[config.mk]
export PLATFORM = sky130hd
export DESIGN_NAME = lgen_row
export DESIGN_NICKNAME = d
export VERILOG_FILES = /design/src/design/lgen_pkg.sv /design/src/design/lgen_cell.sv /design/src/design/lgen_row.sv
export SDC_FILE = /design/constraint.sdc
export NUM_CORES = 2
export LEC_CHECK = 0
export BUFFER_PORTS_ARGS = -buffer_cell sky130_fd_sc_hd__buf_2
export CAP_MARGIN = 5
export CORE_UTILIZATION = 60
export DETAILED_ROUTE_END_ITERATION = 7
export GPL_ROUTABILITY_DRIVEN = 1
export HOLD_SLACK_MARGIN = 0.1
export MAX_ROUTING_LAYER = met4
export PLACE_DENSITY = 0.79
export SETUP_SLACK_MARGIN = 0.4
export SLEW_MARGIN = 25
export SYNTH_ARGS = -nofsm -noshare
export SYNTH_HDL_FRONTEND = slang
export SYNTH_HIERARCHICAL = 1
export SYNTH_SLANG_ARGS = --single-unit
[constraint.sdc]
create_clock -name clk -period 16.5 [get_ports clk]
set_input_delay 1.65 -clock clk [delete_from_list [all_inputs] [get_ports clk]]
set_output_delay 1.65 -clock clk [all_outputs]
set_load 0.01 [all_outputs]
[src/design/lgen_pkg.sv]
// Shared types and constants of the toroidal life generation block.
// No dependencies; used by every module of the block.
`timescale 1ns / 1ps

package lgen_pkg;

  localparam int CFG_W = 9;

  localparam logic [1:0] OP_WRITE  = 2'd0;
  localparam logic [1:0] OP_READ   = 2'd1;
  localparam logic [1:0] OP_GEN    = 2'd2;
  localparam logic [1:0] OP_UNUSED = 2'd3;

  localparam logic KIND_READ = 1'b0;
  localparam logic KIND_GEN  = 1'b1;

  localparam logic REG_ROWS = 1'b0;
  localparam logic REG_COLS = 1'b1;

  localparam logic [CFG_W-1:0] ROWS_RST = 9'd140;
  localparam logic [CFG_W-1:0] COLS_RST = 9'd217;

  // one column of the three-row window held by a cell
  typedef struct packed {
    logic up;
    logic mid;
    logic dn;
  } lgen_col_t;

endpackage

[src/design/lgen_cell.sv]
// One column cell: holds the three-row window of its column and forms the new bit.
// Depends on lgen_pkg.
`timescale 1ns / 1ps

module lgen_cell (
  input  logic                clk,
  input  logic                load,
  input  logic                shift_in,
  input  logic                in_use,
  input  lgen_pkg::lgen_col_t left_col,
  input  lgen_pkg::lgen_col_t right_col,
  output lgen_pkg::lgen_col_t col,
  output logic                new_bit
);
  import lgen_pkg::*;

  lgen_col_t col_r;
  logic [3:0] cnt;
  logic       live;

  always_ff @(posedge clk) begin
    if (load) begin
      col_r.up  <= col_r.mid;
      col_r.mid <= col_r.dn;
      col_r.dn  <= shift_in;
    end
  end

  always_comb begin
    cnt = {3'b0, left_col.up} + {3'b0, left_col.mid} + {3'b0, left_col.dn}
        + {3'b0, col_r.up} + {3'b0, col_r.dn}
        + {3'b0, right_col.up} + {3'b0, right_col.mid} + {3'b0, right_col.dn};
    if (col_r.mid) begin
      live = (cnt == 4'd2) || (cnt == 4'd3);
    end else begin
      live = (cnt == 4'd3);
    end
    new_bit = in_use ? live : col_r.mid;
  end

  assign col = col_r;

endmodule

[src/design/lgen_row.sv]
// Chain of column cells with horizontal wrap at the column count in use.
// Depends on lgen_pkg and lgen_cell.
`timescale 1ns / 1ps

module lgen_row #(
  parameter int MAX_COLS = 256
) (
  input  logic                          clk,
  input  logic                          load,
  input  logic [MAX_COLS-1:0]           row_in,
  input  logic [$clog2(MAX_COLS+1)-1:0] nc,
  output logic [MAX_COLS-1:0]           row_out
);
  import lgen_pkg::*;

  localparam int CW     = $clog2(MAX_COLS);
  localparam int CCNT_W = $clog2(MAX_COLS+1);

  lgen_col_t        cols   [MAX_COLS];
  lgen_col_t        lefts  [MAX_COLS];
  lgen_col_t        rights [MAX_COLS];
  logic [CW-1:0]    last_ix;

  assign last_ix = CW'(nc - CCNT_W'(1));

  for (genvar j = 0; j < MAX_COLS; j++) begin : g_cell
    if (j == 0) begin : g_first
      assign lefts[j] = cols[last_ix];
    end else begin : g_inner
      assign lefts[j] = cols[j-1];
    end
    if (j == MAX_COLS-1) begin : g_end
      assign rights[j] = cols[0];
    end else begin : g_mid
      assign rights[j] = (CCNT_W'(j+1) == nc) ? cols[0] : cols[j+1];
    end

    lgen_cell u_cell (
      .clk      (clk),
      .load     (load),
      .shift_in (row_in[j]),
      .in_use   (nc > CCNT_W'(j)),
      .left_col (lefts[j]),
      .right_col(rights[j]),
      .col      (cols[j]),
      .new_bit  (row_out[j])
    );
  end

endmodule

==> reports/qor.yml <==
p_int_uw: 6080
grt_pass1_vias: 77000
violations: "design-rule violations"
largest_reg_flops: 768
dpl.hpwl_um: 243000
pwr-share-seq_pct: 24.7
finalCriticalPeriod_ns: 11.79
routed_wl_um: 321000
ir_worst_vdd_uv: 107
crit_fanout: 53
p_leak_uw: 0.0496
cts_resized: 0
synth_area_per_cell_um2: 10.2
grt_max_degree: 161
post_cts_buffers: 0
crit_required_ns: 14.85
clockBufferDepth: 3
io_pins: 523
synth_compound_area_share_pct: 7.11
worst_pin_slew_ns: 1.28
antenna_found_initial: 19
cts_buffers: 100
maxCapViolCount: 0
layout_common_cells: "inv_1 (2,818), fa_1 (1,024), ha_1 (771)"
synth_edf_count: 768
synth_top_area_share_pct: 24.7
end_kind: "output port"
fp.dieH_um: 397
syn-num-nets: 11200
synthXorXnorAreaFrac_pct: 0.171
die_w_um: 397
synth_top_family_by_area: "adder cells"
vias: 73800
cp_data_arrival_time_ns: 10.14
synthTopCellsByArea: "edfxtp_1 (25%), fa_1 (22%), inv_1 (11%)"
grt_pass1_wl_um: 476000
synth_adder_area_share_pct: 32.3
fmax_ghz: 0.0848
portBuffers: 522
synth_seq_area_share_pct: 24.7
syn_to_final_growth_pct: 9.03
htree_levels: 3
powerDensity_nw_per_um2: 102
pwr-share-comb_pct: 52.5
layout.nets: 11700
ctsHoldBuffers: 0
synth_ff_type: "edfxtp_1"
coreArea_um2: 154000
clk_pin_slew_worst_paths_ns: 0.07
ant_nets: 0
final_common_cell: "inv_1"
cts_root_buf: "clkbuf_16"
cts_tree: "done"
die_area_um2: 157000
drive_gt1_share_pct: 18.2
syn_inst: 9149
yosys_warnings: 6
hp-class: "reg2reg"
clkLatencyLatePin_ns: 0.77
pwr-share-clk_pct: 22.7
setup_tns_ns: 0
timing.final.crit_share_pct: 71.5
synth-simple-area-share_pct: 9.45
synth_seq_cells: 768
rows: 144
muxShareOfSynthArea_pct: 13.6
gp_congestion: 1.02
drtPass1Iterations: 8
status: "finished with violations"
p_sw_uw: 4340
netlist_area_um2: 93400
fin_cells: 11800
viasPerCell: 6.27
grt_overflow: 0
initial_core_util_pct: 60.6
cts_sinks: 768
swShare_pct: 41.7
drv_slew: 0
rsz0062_at_grt: "false"
drc: 117
synth.distinct_cells: 72
track_usage_pct: 42.0
drtIter0Drc: 8232
ys_async_sr_fraction_pct: 0
wl_per_cell_um: 27.3
hold_violations: 0
setup_viol: 0
worstSetupPathType: "in2out"
max_slew_margin_pct: 14.6
place_inst: 11600
skew_ns: 0.0428
cp-start-kind: "primary input"
yosys.area.top_type: "edfxtp_1"
-- power groups by stage --
stage / registers, µW / clock network (µW) / logic (µW)
finish: 2580 / 2370 / 5470
global route: 2580 / 2450 / 6050
CTS: 2560 / 2380 / 5350
detailed placement: 2600 / 0 / 5270
global placement: 2610 / 0 / 4870
floorplan: 2460 / 0 / 3630
-- cell families after synthesis --
family | Yosys count
xor gates and xnor gates | 11
buffers and inverters | 3079
AOI/OAI and AO/OA | 1052
adders and majority gates | 1796
and+or+nand+nor | 1472
muxes | 971
DFF | 768
-- final cells by class --
type	count	area [µm²]
clock buffers	107	2570
well taps	2044	2560
inverters	2819	10600
clock inverters	75	851
fillers	12000	52400
repair buffers	626	3470
multi-input cells	5302	58700
diodes	23	57.6
flip-flops and latches	768	23100
-- worst paths after layout --
check                            from                       end  slack, ns  cells past startpoint
min          g_cell[28].u_cell/col[1]  g_cell[28].u_cell/col[2]       0.53                      0
max                             nc[1]                row_out[0]       4.71                     22
min reg2reg  g_cell[28].u_cell/col[1]  g_cell[28].u_cell/col[2]       0.53                      0
max reg2reg   g_cell[0].u_cell/col[0]   g_cell[0].u_cell/col[1]      14.68                      1
-- routing by layer --
| metal | GRT usage (%) | wire (µm) | vias to the layer above |
|---|---|---|---|
| li1 | - | - | 31000 |
| met1 | 50.9 | 115000 | 36800 |
| met4 | 28.7 | 25700 | 0 |
| met5 | - | 0 | - |
| met3 | 10.8 | 38300 | 1181 |
| met2 | 61.7 | 142000 | 4785 |
-- critical path, stage by stage --
cell and delay [ns]:
buf_2 0.08, buf_4 0.38, clkinv_1 0.43, ha_4 0.77
buf_4 0.78, nor2b_1 0.62, buf_4 0.31, a32oi_1 0.08
nand4_1 0.18, nand3_1 0.09, a311oi_1 0.86, o32ai_1 0.22
inv_1 0.12, fa_1 0.43, fa_1 0.46, fa_1 0.49
inv_1 0.04, ha_1 0.20, fa_1 0.51, or3b_1 0.36
a31oi_1 0.68, buf_2 0.27
-- stage by stage --
stage          hold slack (ns)  setup slack [ns]  area [µm²]  util [%]  total power [µW]
2_1_floorplan            0.464              7.01       93400         -              6090
3_3_place_gp             0.532              5.24       98300      63.7              7470
3_5_place_dp             0.526              5.12       98300      63.7              7870
4_1_cts                  0.538              5.10      102000      66.0             10300
5_1_grt                  0.557              4.65      102000      66.0             11100
6_report                 0.528              4.71      102000      66.0             10400
-- synth_stat cells (4+ instances only) --
master,number
inv_1,2818
fa_1,1024
ha_1,772
edfxtp_1,768
mux2_2,768
nand2_1,383
a21oi_1,360
a31oi_1,269
a21o_1,266
or3b_1,257
nand4b_1,256
nor2_1,230
clkbuf_1,165
mux4_2,157
nand3_1,111
and2_1,56
o21ai_0,47
mux2i_1,41
nor3_1,41
buf_2,39
nor2b_1,35
buf_4,28
and3_1,19
nand4_1,19
a311oi_1,18
buf_1,15
nand2b_1,15
a211oi_1,14
or2_2,14
a32oi_1,13
or3_1,12
buf_6,11
a21boi_0,9
a221oi_1,9
nor4_1,7
a32o_1,6
a22oi_1,5
mux4_1,5
xnor2_1,5
o2111ai_1,4
(Power assumes the default switching activity.)
